===== config.mk =====
export PLATFORM = sky130hd
export DESIGN_NAME = shared_buffer_multi_queue
export DESIGN_NICKNAME = d
export VERILOG_FILES = /design/src/rtl/sbmq_pkg.sv /design/src/rtl/sbmq_front.sv /design/src/rtl/sbmq_cmd_fifo.sv /design/src/rtl/sbmq_back.sv /design/src/rtl/shared_buffer_multi_queue.sv
export SDC_FILE = /design/constraint.sdc
export NUM_CORES = 1
export LEC_CHECK = 0
export BUFFER_PORTS_ARGS = -buffer_cell sky130_fd_sc_hd__buf_4
export CAP_MARGIN = 20
export CORE_MARGIN = 4
export CORE_UTILIZATION = 45
export DETAILED_ROUTE_END_ITERATION = 6
export HOLD_SLACK_MARGIN = 0.15
export PLACE_DENSITY = 0.65
export RECOVER_POWER = 50
export REMOVE_ABC_BUFFERS = 1
export SLEW_MARGIN = 20
export SYNTH_ARGS = -nofsm -noshare
export SYNTH_HDL_FRONTEND = slang
export SYNTH_SLANG_ARGS = --single-unit

===== constraint.sdc =====
create_clock -name clk -period 13.6 [get_ports clk]
set_input_delay 0.68 -clock clk [delete_from_list [all_inputs] [get_ports clk]]
set_output_delay 0.68 -clock clk [all_outputs]
set_load 0.005 [all_outputs]

===== src/rtl/sbmq_pkg.sv =====
// sbmq_pkg: shared types and codes for the shared-buffer multi-queue.
// Holds command/status codes, the classified operation type and the
// front-to-back transfer record. No dependencies.
package sbmq_pkg;

	localparam int CMD_W    = 2;
	localparam int QID_W    = 2;
	localparam int DATA_W   = 32;
	localparam int STATUS_W = 2;

	// Command codes on the input channel
	localparam logic [CMD_W-1:0] CMD_ENQUEUE = 2'd0;
	localparam logic [CMD_W-1:0] CMD_DEQUEUE = 2'd1;
	localparam logic [CMD_W-1:0] CMD_PEEK    = 2'd2;

	// Result status codes
	localparam logic [STATUS_W-1:0] STATUS_OK    = 2'd0;
	localparam logic [STATUS_W-1:0] STATUS_FULL  = 2'd1;
	localparam logic [STATUS_W-1:0] STATUS_EMPTY = 2'd2;

	// Data returned for an empty queue and for enqueue
	localparam logic signed [DATA_W-1:0] DATA_EMPTY = -32'sd1;
	localparam logic signed [DATA_W-1:0] DATA_NONE  = 32'sd0;

	// Operation after classification by the front end
	typedef enum logic [2:0] {
		OP_NOP,
		OP_ENQUEUE,
		OP_DEQUEUE,
		OP_PEEK,
		OP_REJECT_FULL,
		OP_REJECT_EMPTY
	} op_t;

	// Record handed from front end to back end
	typedef struct packed {
		op_t                      op;
		logic [QID_W-1:0]         qid;
		logic signed [DATA_W-1:0] data;
	} sbmq_cmd_t;

	// Back-end sequencer states
	typedef enum logic {
		BK_ISSUE,
		BK_EXEC
	} back_state_t;

endpackage


===== src/rtl/sbmq_front.sv =====
// sbmq_front: input stage of the shared-buffer multi-queue.
// Accepts commands, checks the queue number and registers the classified
// operation for the command queue. Depends on sbmq_pkg.
module sbmq_front #(
	parameter int NUM_QUEUES = 4
) (
	input  logic                               clk,
	input  logic                               arst_n,
	input  logic                               in_valid,
	output logic                               in_stall,
	input  logic [sbmq_pkg::CMD_W-1:0]         command,
	input  logic [sbmq_pkg::QID_W-1:0]         queue_id,
	input  logic signed [sbmq_pkg::DATA_W-1:0] data_in,
	output logic                               push_valid,
	output sbmq_pkg::sbmq_cmd_t                push_cmd,
	input  logic                               push_full
);

	logic                valid_s1;
	sbmq_pkg::sbmq_cmd_t cmd_s1;
	sbmq_pkg::op_t       op_c;
	logic                in_range;
	logic                take;

	// Classify: an out-of-range queue behaves as full and always empty
	always_comb begin
		in_range = (32'(queue_id) < NUM_QUEUES);
		case (command)
			sbmq_pkg::CMD_ENQUEUE: begin
				op_c = in_range ? sbmq_pkg::OP_ENQUEUE : sbmq_pkg::OP_REJECT_FULL;
			end
			sbmq_pkg::CMD_DEQUEUE: begin
				op_c = in_range ? sbmq_pkg::OP_DEQUEUE : sbmq_pkg::OP_REJECT_EMPTY;
			end
			sbmq_pkg::CMD_PEEK: begin
				op_c = in_range ? sbmq_pkg::OP_PEEK : sbmq_pkg::OP_REJECT_EMPTY;
			end
			default: begin
				op_c = sbmq_pkg::OP_NOP;
			end
		endcase
	end

	// Hold the stage while the command queue is full
	assign in_stall   = valid_s1 && push_full;
	assign take       = in_valid && !in_stall;
	assign push_valid = valid_s1;
	assign push_cmd   = cmd_s1;

	always_ff @(posedge clk or negedge arst_n) begin
		if (!arst_n) begin
			valid_s1 <= 1'b0;
		end else if (take) begin
			valid_s1 <= 1'b1;
		end else if (!push_full) begin
			valid_s1 <= 1'b0;
		end
	end

	always_ff @(posedge clk) begin
		if (take) begin
			cmd_s1.op   <= op_c;
			cmd_s1.qid  <= queue_id;
			cmd_s1.data <= data_in;
		end
	end

endmodule


===== src/rtl/sbmq_cmd_fifo.sv =====
// sbmq_cmd_fifo: two-entry queue between front end and back end.
// Lets either side stall on its own. Depends on sbmq_pkg.
module sbmq_cmd_fifo (
	input  logic                clk,
	input  logic                arst_n,
	input  logic                push_valid,
	input  sbmq_pkg::sbmq_cmd_t push_cmd,
	output logic                push_full,
	input  logic                pop,
	output logic                pop_valid,
	output sbmq_pkg::sbmq_cmd_t pop_cmd
);

	localparam int DEPTH = 2;
	localparam int PTR_W = $clog2(DEPTH);
	localparam int CNT_W = $clog2(DEPTH + 1);

	sbmq_pkg::sbmq_cmd_t entry_q [DEPTH];
	logic [PTR_W-1:0]    wr_ptr_q;
	logic [PTR_W-1:0]    rd_ptr_q;
	logic [CNT_W-1:0]    count_q;
	logic                do_push;
	logic                do_pop;

	assign push_full = (count_q == CNT_W'(DEPTH));
	assign pop_valid = (count_q != '0);
	assign pop_cmd   = entry_q[rd_ptr_q];
	assign do_push   = push_valid && !push_full;
	assign do_pop    = pop && pop_valid;

	// Advance pointers and occupancy
	always_ff @(posedge clk or negedge arst_n) begin
		if (!arst_n) begin
			wr_ptr_q <= '0;
			rd_ptr_q <= '0;
			count_q  <= '0;
		end else begin
			if (do_push) begin
				wr_ptr_q <= wr_ptr_q + PTR_W'(1);
			end
			if (do_pop) begin
				rd_ptr_q <= rd_ptr_q + PTR_W'(1);
			end
			if (do_push && !do_pop) begin
				count_q <= count_q + CNT_W'(1);
			end else if (do_pop && !do_push) begin
				count_q <= count_q - CNT_W'(1);
			end
		end
	end

	always_ff @(posedge clk) begin
		if (do_push) begin
			entry_q[wr_ptr_q] <= push_cmd;
		end
	end

endmodule


===== src/rtl/sbmq_back.sv =====
// sbmq_back: execution engine of the shared-buffer multi-queue.
// Owns the slot data and link memories, queue pointers, free list and
// the result register. Depends on sbmq_pkg.
module sbmq_back #(
	parameter int NUM_SLOTS  = 16,
	parameter int NUM_QUEUES = 4
) (
	input  logic                                clk,
	input  logic                                arst_n,
	input  logic                                pop_valid,
	input  sbmq_pkg::sbmq_cmd_t                 pop_cmd,
	output logic                                pop,
	output logic                                out_valid,
	input  logic                                out_stall,
	output logic signed [sbmq_pkg::DATA_W-1:0]  data_out,
	output logic [sbmq_pkg::STATUS_W-1:0]       status
);

	localparam int SW      = $clog2(NUM_SLOTS);
	localparam int PW      = $clog2(NUM_SLOTS + 1);
	localparam int QID_MAX = 2 ** sbmq_pkg::QID_W;
	localparam int NQ      = (NUM_QUEUES < QID_MAX) ? NUM_QUEUES : QID_MAX;
	localparam int QW      = (NQ > 1) ? $clog2(NQ) : 1;
	localparam logic [PW-1:0] NULL_PTR = PW'(NUM_SLOTS);

	// Memories
	logic signed [sbmq_pkg::DATA_W-1:0] slot_data [NUM_SLOTS];
	logic [PW-1:0]                      slot_link [NUM_SLOTS];

	// Pointer state
	logic [PW-1:0] head_q [NQ];
	logic [PW-1:0] tail_q [NQ];
	logic [PW-1:0] free_head_q;
	logic [PW-1:0] fill_q;

	// Sequencer
	sbmq_pkg::back_state_t state_q;
	sbmq_pkg::back_state_t state_d;
	logic                  exec_done;
	logic                  out_free;

	// Issued command and registered read data
	sbmq_pkg::sbmq_cmd_t                cmd_q;
	logic signed [sbmq_pkg::DATA_W-1:0] data_rd_q;
	logic [PW-1:0]                      link_rd_q;
	logic                               fresh_q;
	logic [PW-1:0]                      inc_q;

	// Issue-side signals
	logic [QW-1:0] qi_in;
	logic [PW-1:0] head_in;
	logic [PW-1:0] link_addr_in;
	logic          rd_data_en;
	logic          rd_link_en;

	// Execute-side signals
	logic [QW-1:0]                      qi;
	logic [PW-1:0]                      head_cur;
	logic [PW-1:0]                      tail_cur;
	logic [PW-1:0]                      next_link;
	logic signed [sbmq_pkg::DATA_W-1:0] res_data;
	logic [sbmq_pkg::STATUS_W-1:0]      res_status;
	logic                               head_we;
	logic [PW-1:0]                      head_val;
	logic                               tail_we;
	logic                               free_we;
	logic [PW-1:0]                      free_val;
	logic                               fill_inc;
	logic                               link_we;
	logic [PW-1:0]                      link_wr_addr;
	logic [PW-1:0]                      link_wr_val;
	logic                               data_we;

	// Result register
	logic                               out_valid_q;
	logic signed [sbmq_pkg::DATA_W-1:0] data_out_q;
	logic [sbmq_pkg::STATUS_W-1:0]      status_q;

	assign out_free  = !out_valid_q || !out_stall;
	assign out_valid = out_valid_q;
	assign data_out  = data_out_q;
	assign status    = status_q;

	// Next state
	always_comb begin
		state_d = state_q;
		unique case (state_q)
			sbmq_pkg::BK_ISSUE: begin
				if (pop_valid) begin
					state_d = sbmq_pkg::BK_EXEC;
				end
			end
			sbmq_pkg::BK_EXEC: begin
				if (out_free) begin
					state_d = sbmq_pkg::BK_ISSUE;
				end
			end
			default: begin
				state_d = sbmq_pkg::BK_ISSUE;
			end
		endcase
	end

	// Sequencer outputs
	always_comb begin
		pop       = 1'b0;
		exec_done = 1'b0;
		unique case (state_q)
			sbmq_pkg::BK_ISSUE: begin
				pop = pop_valid;
			end
			sbmq_pkg::BK_EXEC: begin
				exec_done = out_free;
			end
			default: begin
				pop = 1'b0;
			end
		endcase
	end

	always_ff @(posedge clk or negedge arst_n) begin
		if (!arst_n) begin
			state_q <= sbmq_pkg::BK_ISSUE;
		end else begin
			state_q <= state_d;
		end
	end

	// Issue: pick read addresses from the current pointers
	always_comb begin
		qi_in        = pop_cmd.qid[QW-1:0];
		head_in      = head_q[qi_in];
		link_addr_in = (pop_cmd.op == sbmq_pkg::OP_ENQUEUE) ? free_head_q : head_in;
		rd_data_en   = pop && (head_in != NULL_PTR) &&
			((pop_cmd.op == sbmq_pkg::OP_DEQUEUE) || (pop_cmd.op == sbmq_pkg::OP_PEEK));
		rd_link_en   = pop && (link_addr_in != NULL_PTR) &&
			((pop_cmd.op == sbmq_pkg::OP_ENQUEUE) || (pop_cmd.op == sbmq_pkg::OP_DEQUEUE));
	end

	// Latch the command; slots at or above the fill mark still link to the next slot
	always_ff @(posedge clk) begin
		if (pop) begin
			cmd_q   <= pop_cmd;
			fresh_q <= (link_addr_in >= fill_q);
			inc_q   <= link_addr_in + PW'(1);
		end
	end

	// Data memory: registered read, one write
	always_ff @(posedge clk) begin
		if (rd_data_en) begin
			data_rd_q <= slot_data[head_in[SW-1:0]];
		end
		if (data_we) begin
			slot_data[free_head_q[SW-1:0]] <= cmd_q.data;
		end
	end

	// Link memory: registered read, one write
	always_ff @(posedge clk) begin
		if (rd_link_en) begin
			link_rd_q <= slot_link[link_addr_in[SW-1:0]];
		end
		if (link_we) begin
			slot_link[link_wr_addr[SW-1:0]] <= link_wr_val;
		end
	end

	// Execute: result and pointer updates for the issued command
	always_comb begin
		qi           = cmd_q.qid[QW-1:0];
		head_cur     = head_q[qi];
		tail_cur     = tail_q[qi];
		next_link    = fresh_q ? inc_q : link_rd_q;
		res_data     = sbmq_pkg::DATA_NONE;
		res_status   = sbmq_pkg::STATUS_OK;
		head_we      = 1'b0;
		head_val     = next_link;
		tail_we      = 1'b0;
		free_we      = 1'b0;
		free_val     = next_link;
		fill_inc     = 1'b0;
		link_we      = 1'b0;
		link_wr_addr = tail_cur;
		link_wr_val  = free_head_q;
		data_we      = 1'b0;
		unique case (cmd_q.op)
			sbmq_pkg::OP_ENQUEUE: begin
				if (free_head_q == NULL_PTR) begin
					res_status = sbmq_pkg::STATUS_FULL;
				end else begin
					// take the free head, append after the tail
					free_we      = exec_done;
					fill_inc     = exec_done && fresh_q;
					head_we      = exec_done && (head_cur == NULL_PTR);
					head_val     = free_head_q;
					link_we      = exec_done && (head_cur != NULL_PTR);
					link_wr_addr = tail_cur;
					link_wr_val  = free_head_q;
					tail_we      = exec_done;
					data_we      = exec_done;
				end
			end
			sbmq_pkg::OP_DEQUEUE: begin
				if (head_cur == NULL_PTR) begin
					res_data   = sbmq_pkg::DATA_EMPTY;
					res_status = sbmq_pkg::STATUS_EMPTY;
				end else begin
					// unlink the head; a lone element leaves the queue empty
					res_data     = data_rd_q;
					head_we      = exec_done;
					head_val     = (head_cur == tail_cur) ? NULL_PTR : next_link;
					link_we      = exec_done;
					link_wr_addr = head_cur;
					link_wr_val  = free_head_q;
					free_we      = exec_done;
					free_val     = head_cur;
				end
			end
			sbmq_pkg::OP_PEEK: begin
				if (head_cur == NULL_PTR) begin
					res_data   = sbmq_pkg::DATA_EMPTY;
					res_status = sbmq_pkg::STATUS_EMPTY;
				end else begin
					res_data = data_rd_q;
				end
			end
			sbmq_pkg::OP_REJECT_FULL: begin
				res_status = sbmq_pkg::STATUS_FULL;
			end
			sbmq_pkg::OP_REJECT_EMPTY: begin
				res_data   = sbmq_pkg::DATA_EMPTY;
				res_status = sbmq_pkg::STATUS_EMPTY;
			end
			default: begin
				res_status = sbmq_pkg::STATUS_OK;
			end
		endcase
	end

	// Commit pointer state
	always_ff @(posedge clk or negedge arst_n) begin
		if (!arst_n) begin
			for (int i = 0; i < NQ; i++) begin
				head_q[i] <= NULL_PTR;
				tail_q[i] <= NULL_PTR;
			end
			free_head_q <= '0;
			fill_q      <= '0;
		end else begin
			if (head_we) begin
				head_q[qi] <= head_val;
			end
			if (tail_we) begin
				tail_q[qi] <= free_head_q;
			end
			if (free_we) begin
				free_head_q <= free_val;
			end
			if (fill_inc) begin
				fill_q <= fill_q + PW'(1);
			end
		end
	end

	// Result register: load on completion, drop when transferred
	always_ff @(posedge clk or negedge arst_n) begin
		if (!arst_n) begin
			out_valid_q <= 1'b0;
		end else if (exec_done) begin
			out_valid_q <= 1'b1;
		end else if (!out_stall) begin
			out_valid_q <= 1'b0;
		end
	end

	always_ff @(posedge clk) begin
		if (exec_done) begin
			data_out_q <= res_data;
			status_q   <= res_status;
		end
	end

endmodule


===== src/rtl/shared_buffer_multi_queue.sv =====
// Shared-buffer multi-queue: NUM_QUEUES FIFOs as linked lists in one slot store.
// A command passes the front-end register, command queue, back-end issue and execute
// states and result register. The back end pops a new command only after the last has
// executed: a registered link and data memory read, then the pointer and link update.
// Reset: asynchronous, active low; queues empty, free list starts at slot 0. Untouched
// slots are tracked by a fill mark, so no clearing pass is needed.
module shared_buffer_multi_queue #(
	parameter int NUM_SLOTS  = 16,
	parameter int NUM_QUEUES = 4
) (
	input  logic                               clk,
	input  logic                               arst_n,
	input  logic                               in_valid,
	output logic                               in_stall,
	input  logic [sbmq_pkg::CMD_W-1:0]         command,
	input  logic [sbmq_pkg::QID_W-1:0]         queue_id,
	input  logic signed [sbmq_pkg::DATA_W-1:0] data_in,
	output logic                               out_valid,
	input  logic                               out_stall,
	output logic signed [sbmq_pkg::DATA_W-1:0] data_out,
	output logic [sbmq_pkg::STATUS_W-1:0]      status
);

	logic                push_valid;
	sbmq_pkg::sbmq_cmd_t push_cmd;
	logic                push_full;
	logic                pop;
	logic                pop_valid;
	sbmq_pkg::sbmq_cmd_t pop_cmd;

	sbmq_front #(
		.NUM_QUEUES (NUM_QUEUES)
	) u_front (
		.clk        (clk),
		.arst_n     (arst_n),
		.in_valid   (in_valid),
		.in_stall   (in_stall),
		.command    (command),
		.queue_id   (queue_id),
		.data_in    (data_in),
		.push_valid (push_valid),
		.push_cmd   (push_cmd),
		.push_full  (push_full)
	);

	sbmq_cmd_fifo u_fifo (
		.clk        (clk),
		.arst_n     (arst_n),
		.push_valid (push_valid),
		.push_cmd   (push_cmd),
		.push_full  (push_full),
		.pop        (pop),
		.pop_valid  (pop_valid),
		.pop_cmd    (pop_cmd)
	);

	sbmq_back #(
		.NUM_SLOTS  (NUM_SLOTS),
		.NUM_QUEUES (NUM_QUEUES)
	) u_back (
		.clk        (clk),
		.arst_n     (arst_n),
		.pop_valid  (pop_valid),
		.pop_cmd    (pop_cmd),
		.pop        (pop),
		.out_valid  (out_valid),
		.out_stall  (out_stall),
		.data_out   (data_out),
		.status     (status)
	);

endmodule


==> out/results.ini, run 1 <==
[clock_network]
postCtsSetupBuffers = 0
cts-buffers-inserted = 89
clk_pin_slew_worst_paths_ns = 0.06
clockRootBuffer = clkbuf_16
cts_buffer_depth = 3
cts_sinks = 870
cts_tree = built
htree_levels = 3
cts.repair.resized = 0
clk_latency_ns = 0.64

[global_routing]
grt_antenna_before_repair = 1
grt_max_degree = 97
grt_pass1_wl_mm = 105
grt_use_total_pct = 18.0
grt_pass1_vias = 16438
grt.overflow.total = 0

[layout]
final_common_cell = edfxtp_1
layout.area.seq_mm2 = 0.0259
drive_above_1_share_pct = 25.3
fin_area_mm2 = 0.0382
n_antenna_cell = 0
fillers = 5697
nets = 1840
multi_input_area_mm2 = 0.00746
final_cell_mix = 813 x edfxtp_1, 142 x mux4_2, 90 x clkbuf_16
fin_util_pct = 52.0
area_growth_pct = 13.7

[drt]
drtAntennaViolNets = 0
wl_per_cell_um = 25.0
drt_iter0_markers = 1605
dr.pass1.iters = 6
drcViolationCount = 0
vias = 15895
avgViaCountPerCell = 5.64
wirelength_mm = 70.4

[floorplanning]
start_util_pct = 45.7
die_area_mm2 = 0.0791
coreArea_mm2 = 0.0735
die_h_um = 281
die_w_um = 281
ios = 76
rows = 99

[power_and_ir_drop]
intPower_mw = 5.79
p_per_area_mw_per_mm2 = 216
p_clk_share_pct = 28.3
ir_drop_mv = 0.161
switching_share_pct = 29.9
switchingPower_mw = 2.47
p_comb_share_pct = 22.8
finalPower_mw = 8.26
power_leakage_nw = 12.4
seqPwrFrac_pct = 48.9

[outcome]
status = finished with violations
violations = max-capacitance violations, max-slew violations

[timing]
clock_skew_ns = 0.0327
relSlewSlack_pct = -104
period_share_pct = 47.3
fmax_mhz = 155
worst_slew_pin_slew_ns = 3.06
hold_violations = 0
setup_viol = 0
min_period_ns = 6.43
slew_violations = 270
rsz0062_at_grt = false

[placed_design]
postPlaceCellArea_mm2 = 0.0354
portBuffers = 75
gp_congestion = 0.834
dp_hpwl_mm = 36.4

[synth]
synth.cell_area_mm2 = 0.0336
postSynthAreaPerCell_um2 = 20.2
ys_seq_elements = 870
synthCells = 1661
yosysSeqAreaShare_pct = 77.0
synth_ff_type = edfxtp_1
synthArstFlopShare_pct = 6.55
synth-edff-count = 813
yosysUniqueCellTypes = 54
yosysWarnings = 0

[critical_path]
critical_path.endpoint_type = flop
cp-startpoint = u_fifo.rd_ptr_q$_DFFE_PN0P_
worst-path-max-fanout = 62
r2r-start = u_fifo.rd_ptr_q$_DFFE_PN0P_
crit_required_ns = 13.93
worst-setup-path-type = reg2reg
cp-start-kind = flop
arrival_ns = 6.76

[worst_hold_path]
hold_class = in2reg
hp-start = data_in[9]

[run]
cap_violations = 7

-- metal layers --
layer	track usage [%]	vias up	share of wire [%]
met5	0	-	0
met4	4.27	0	1.7
met3	3.10	93	5.9
met2	29.2	480	49
met1	25.8	8380	43
li1	-	6942	-
-- through the flow --
| step | setup TNS (ns) | worst slack (ns) | cells | hold WS [ns] |
|---|---|---|---|---|
| after floorplan | -161.99 | -2.93 | 1580 | 0.384 |
| after global placement | 0 | 9.00 | 2650 | 0.426 |
| after detailed placement | 0 | 8.87 | 2650 | 0.430 |
| after CTS | 0 | 8.87 | 2817 | 0.175 |
| after global routing | 0 | 6.72 | 2817 | 0.205 |
| final | 0 | 7.17 | 2817 | 0.235 |
-- cell type report --
cell class	instances	share of cell area [%]
Multi-Input combinational cell	693	19.5
Tap cell	959	3.14
Clock buffer	121	6.20
Inverter	17	0.170
Timing Repair Buffer	112	2.10
Sequential cell	870	67.7
Clock inverter	45	1.16
-- critical path, stage by stage (launching register included) --
cell      delay (ns)
dfrtp_2         0.33
clkbuf_1        2.14
mux2i_4         0.72
mux2i_4         0.31
buf_4           0.81
buf_4           0.86
mux4_2          0.40
nor2b_1         0.14
a211oi_1        0.27
a21oi_1         0.07
-- cell usage after synthesis (all sizes together) (17+ instances only) --
library cell | instances | share of area [%]
nor2b | 40 | 0.75
a21oi | 49 | 0.73
buf | 48 | 0.80
nand2 | 70 | 0.85
mux4 | 142 | 9.5
mux2 | 79 | 2.6
dfrtp | 49 | 3.7
o21ai | 19 | 0.32
o21a | 32 | 0.72
nor2 | 43 | 0.50
a211oi | 35 | 0.78
ha | 17 | 0.63
mux2i | 72 | 2.2
clkbuf | 33 | 0.37
nand3 | 17 | 0.29
edfxtp | 813 | 73
-- worst paths after layout --
kind,depth (start not counted),endpoint,slack [ns]
worst max register to register,9,u_back.data_rd_q[7]$_DFFE_PP_,7.17
worst max-delay path,9,u_back.data_rd_q[7]$_DFFE_PP_,7.17
min in group asynchronous,2,u_back.head_q[2]$_DFFE_PN0P_,1.60
worst min-delay path,1,u_front.push_cmd[9]$_DFFE_PP_,0.24
worst min register to register,0,u_fifo.entry_q[0][9]$_DFFE_PP_,0.45
max in group asynchronous,2,u_fifo.rd_ptr_q$_DFFE_PN0P_,10.04
-- power by group through the flow --
| stage | logic, mW | clock network, mW | registers (mW) |
|---|---|---|---|
| floorplan | 1.35 | 0 | 3.98 |
| global placement | 1.88 | 0 | 4.06 |
| detailed placement | 1.91 | 0 | 4.09 |
| CTS | 1.92 | 2.38 | 4.04 |
| global route | 2.06 | 2.51 | 4.10 |
| finish | 1.89 | 2.34 | 4.04 |
-- state kept, by name, summed over array words and instances (netlist names), 20 cells and up --
signal / count
u_back.cmd_q: 34
u_back.data_out: 32
u_back.data_rd_q: 32
u_fifo.entry_q: 72
u_back.slot_link: 80
u_back.head_q: 20
u_back.slot_data: 512
u_front.push_cmd: 36
u_back.tail_q: 20
-- cells by family (layout without fill, tap and decap cells) --
logic type,count (synthesis),count (layout),share of synthesized area (%)
flops,870,870,77.0
mux,293,293,14.4
simple gates,213,213,3.22
compound gates,153,153,3.01
buf+inv,98,295,1.36
fa+ha+maj,17,17,0.633
xor+xnor,17,17,0.443
-- what timing repair did --
item	in CTS	in global routing
hold buffers	1	0
endpoints found under the hold margin	49	0
endpoints found under the setup margin	0	0
(Power assumes the default switching activity.)
==> run 2, diff against run 1 <==
--- a/config.mk
+++ b/config.mk
@@ -5,13 +5,14 @@
 export SDC_FILE = /design/constraint.sdc
 export NUM_CORES = 1
 export LEC_CHECK = 0
+export ABC_AREA = 1
 export BUFFER_PORTS_ARGS = -buffer_cell sky130_fd_sc_hd__buf_4
 export CAP_MARGIN = 20
 export CORE_MARGIN = 4
 export CORE_UTILIZATION = 45
 export DETAILED_ROUTE_END_ITERATION = 6
 export HOLD_SLACK_MARGIN = 0.15
-export PLACE_DENSITY = 0.65
+export PLACE_DENSITY = 0.67
 export RECOVER_POWER = 50
 export REMOVE_ABC_BUFFERS = 1
 export SLEW_MARGIN = 20
==> constraint.sdc (replaced) <==
create_clock -name clk -period 5.4 [get_ports clk]
set_input_delay 0.27 -clock clk [delete_from_list [all_inputs] [get_ports clk]]
set_output_delay 0.27 -clock clk [all_outputs]
set_load 0.005 [all_outputs]
==> run 2 against run 1 <==
Critical path depth grew 2. Highest routed layer unchanged. Clock power rose to 2.8 times the previous value. Largest cell class unchanged. The flow still finishes with violations (max-capacitance violations, max-slew violations). Routed wire length up 21%.
==> out/results.ini, run 2 <==
[run]
cap_violations = 1  ; -6

[power_and_ir_drop]
finalPower_mw = 26.6  ; +220%
ir_drop_mv = 0.584  ; +260%
power_leakage_nw = 14.8  ; +20%
p_per_area_mw_per_mm2 = 663  ; +210%

[clock_network]
clockRootBuffer = clkbuf_16
htree_levels = 3  ; unchanged
cts-buffers-inserted = 91  ; +2.2%
cts_sinks = 870  ; unchanged
clk_latency_ns = 0.67  ; +0.03 ns
cts.repair.resized = 0  ; unchanged
postCtsSetupBuffers = 0  ; unchanged
cts_buffer_depth = 3  ; unchanged
clk_pin_slew_worst_paths_ns = 0.06  ; about the same
cts_tree = built
cts.hold.buffers_added = 41  ; +40

[drt]
wirelength_mm = 85.0  ; +21%
drt_iter0_markers = 2186  ; +36%
drcViolationCount = 0  ; unchanged
avgViaCountPerCell = 5.36  ; -5.0%
wl_per_cell_um = 20.7  ; -17%
vias = 22037  ; +39%
dr.pass1.iters = 5  ; -1
drtAntennaViolNets = 0  ; unchanged

[layout]
drive_above_1_share_pct = 9.84  ; -15 points
area_growth_pct = 15.1
final_cell_mix = 813 x edfxtp_1, 551 x nand2_1, 398 x nor2_1
fin_cells = 4110  ; +46%
largest_reg_flops = 512  ; unchanged
fin_util_pct = 52.6  ; +0.63 points
nets = 3060  ; +66%
final_common_cell = edfxtp_1

[floorplanning]
start_util_pct = 45.7  ; about the same
coreArea_mm2 = 0.0763  ; +3.9%
die_w_um = 286  ; +1.9%
rows = 101  ; +2.0%
die_area_mm2 = 0.0820  ; +3.8%
die_h_um = 286  ; +1.9%
ios = 76  ; unchanged

[critical_path]
arrival_ns = 4.56  ; -2.20 ns
worst-path-max-fanout = 39  ; -37%
crit_required_ns = 5.70  ; -8.23 ns
critical_path.endpoint_type = flop
worst-setup-path-type = reg2reg
cp-start-kind = flop

[global_routing]
grt_antenna_before_repair = 1  ; unchanged
grt.overflow.total = 0  ; unchanged
grt_pass1_wl_mm = 129  ; +23%
grt_use_total_pct = 20.5  ; +2.6 points
grt_max_degree = 180  ; +86%
grt_pass1_vias = 21713  ; +32%

[timing]
rsz0062_at_grt = false
setup_tns_ns = 0  ; unchanged
min_period_ns = 4.26  ; -2.17 ns
setup_viol = 0  ; unchanged
period_share_pct = 78.9  ; +32 points
clock_skew_ns = 0.0537  ; +0.0211 ns
hold_violations = 0  ; unchanged
holdWs_ns = 0.326  ; +0.0909 ns
fmax_mhz = 235  ; +51%
relSlewSlack_pct = -105  ; -1.2 points
slew_violations = 58  ; -79%
worst_slew_pin_slew_ns = 3.08  ; +0.0174 ns

[outcome]
violations = max-capacitance violations, max-slew violations
status = finished with violations

[synth]
synth_common_cells = 813 x edfxtp_1, 552 x nand2_1, 416 x nor2_1, 232 x o21ai_0, 190 x nand3_1
yosysMostFrequentCell = edfxtp_1
synth-edff-count = 813  ; unchanged
yosysTopAreaCellShare_pct = 70.0  ; -2.7 points
yosysUniqueCellTypes = 37  ; -31%
yosys-top-cells-area = edfxtp_1 70%, nand2_1 5.9%, nor2_1 4.5%, dfrtp_1 3.5%, o21ai_0 3.3%
postSynthAreaPerCell_um2 = 12.1  ; -40%
yosysSeqAreaShare_pct = 74.1  ; -2.9 points
synth_top_cell_by_area = edfxtp_1
synthArstFlopShare_pct = 6.55  ; unchanged
synthCells = 2875  ; +73%
synth.cell_area_mm2 = 0.0349  ; +3.9%
yosysWarnings = 0  ; unchanged
ys_seq_elements = 870  ; unchanged
synth_ff_type = edfxtp_1

[placed_design]
portBuffers = 75  ; unchanged
gp_congestion = 0.886  ; +6.3%
dpl.cell_count = 3899  ; +47%
dp_hpwl_mm = 48.7  ; +34%

[worst_hold_path]
hold_class = in2reg

==> run 2: kinds of logic after synthesis <==
logic type	share of synthesized area, %
mux	0.689
xor+xnor	0.251
compound gates	6.68
buf+inv	3.94
simple gates	13.7
flops	74.1
fa+ha+maj	0.610
==> run 2: final cells by class <==
class | instances | area (um2)
Antenna cell | 1 | 2.50
Clock buffer | 107 | 2350
Clock inverter | 62 | 781
Fill cell | 6383 | 36200
Inverter | 194 | 733
Multi-Input combinational cell | 1680 | 7820
Sequential cell | 870 | 25900
Tap cell | 1030 | 1290
Timing Repair Buffer | 166 | 1340
==> run 2: path summary, 6_finish.rpt <==
kind,startpoint,end,slack (ns),depth (start not counted)
worst max-delay path,u_fifo.rd_ptr_q$_DFFE_PN0P_,u_back.data_rd_q[31]$_DFFE_PP_,1.14,11
worst min-delay path,data_in[4],u_front.push_cmd[4]$_DFFE_PP_,0.33,2
worst max register to register,u_fifo.rd_ptr_q$_DFFE_PN0P_,u_back.data_rd_q[31]$_DFFE_PP_,1.14,11
worst min register to register,u_front.push_cmd[11]$_DFFE_PP_,u_fifo.entry_q[0][11]$_DFFE_PP_,0.43,0
max in group asynchronous,arst_n,u_fifo.rd_ptr_q$_DFFE_PN0P_,2.24,2
min in group asynchronous,arst_n,u_back.free_head_q[0]$_DFFE_PN0P_,1.18,2
==> run 2: per-stage QoR <==
step | worst slack [ns] | instance area (um2)
3_3_place_gp | 1.58 | 36700
3_5_place_dp | 1.43 | 36700
2_1_floorplan | 0.194 | 34200
4_1_cts | 1.46 | 40300
6_report | 1.14 | 40200
5_1_grt | 0.705 | 40200
==> run 2: report_power, final <==
part	internal (mW)	leakage, nW	switching (mW)
clock	3.83	1.52	2.65
combinational	2.70	5.13	6.83
sequential	9.55	8.16	1.09
==> run 2: per-layer routing <==
metal / GRT usage (%) / part of all wire (%) / up-vias / routed length, um
met5: 0 / 0 / - / 0
met4: 7.55 / 3.1 / 0 / 2640
met3: 3.15 / 7.2 / 174 / 6120
met2: 33.6 / 48 / 870 / 40700
met1: 28.1 / 42 / 10738 / 35600
li1: - / - / 10255 / -
==> run 2: worst max-delay path, cell delays in order, from the launching register on <==
cell and delay, ns:
dfrtp_2 0.41, buf_4 0.30, o21ai_0 0.98, o211ai_1 0.23, nand2_2 0.18, inv_2 0.05
nor2_2 0.61, nand2_1 0.10, buf_4 0.28, o21ai_0 0.33, nor2_4 0.04, buf_4 0.35
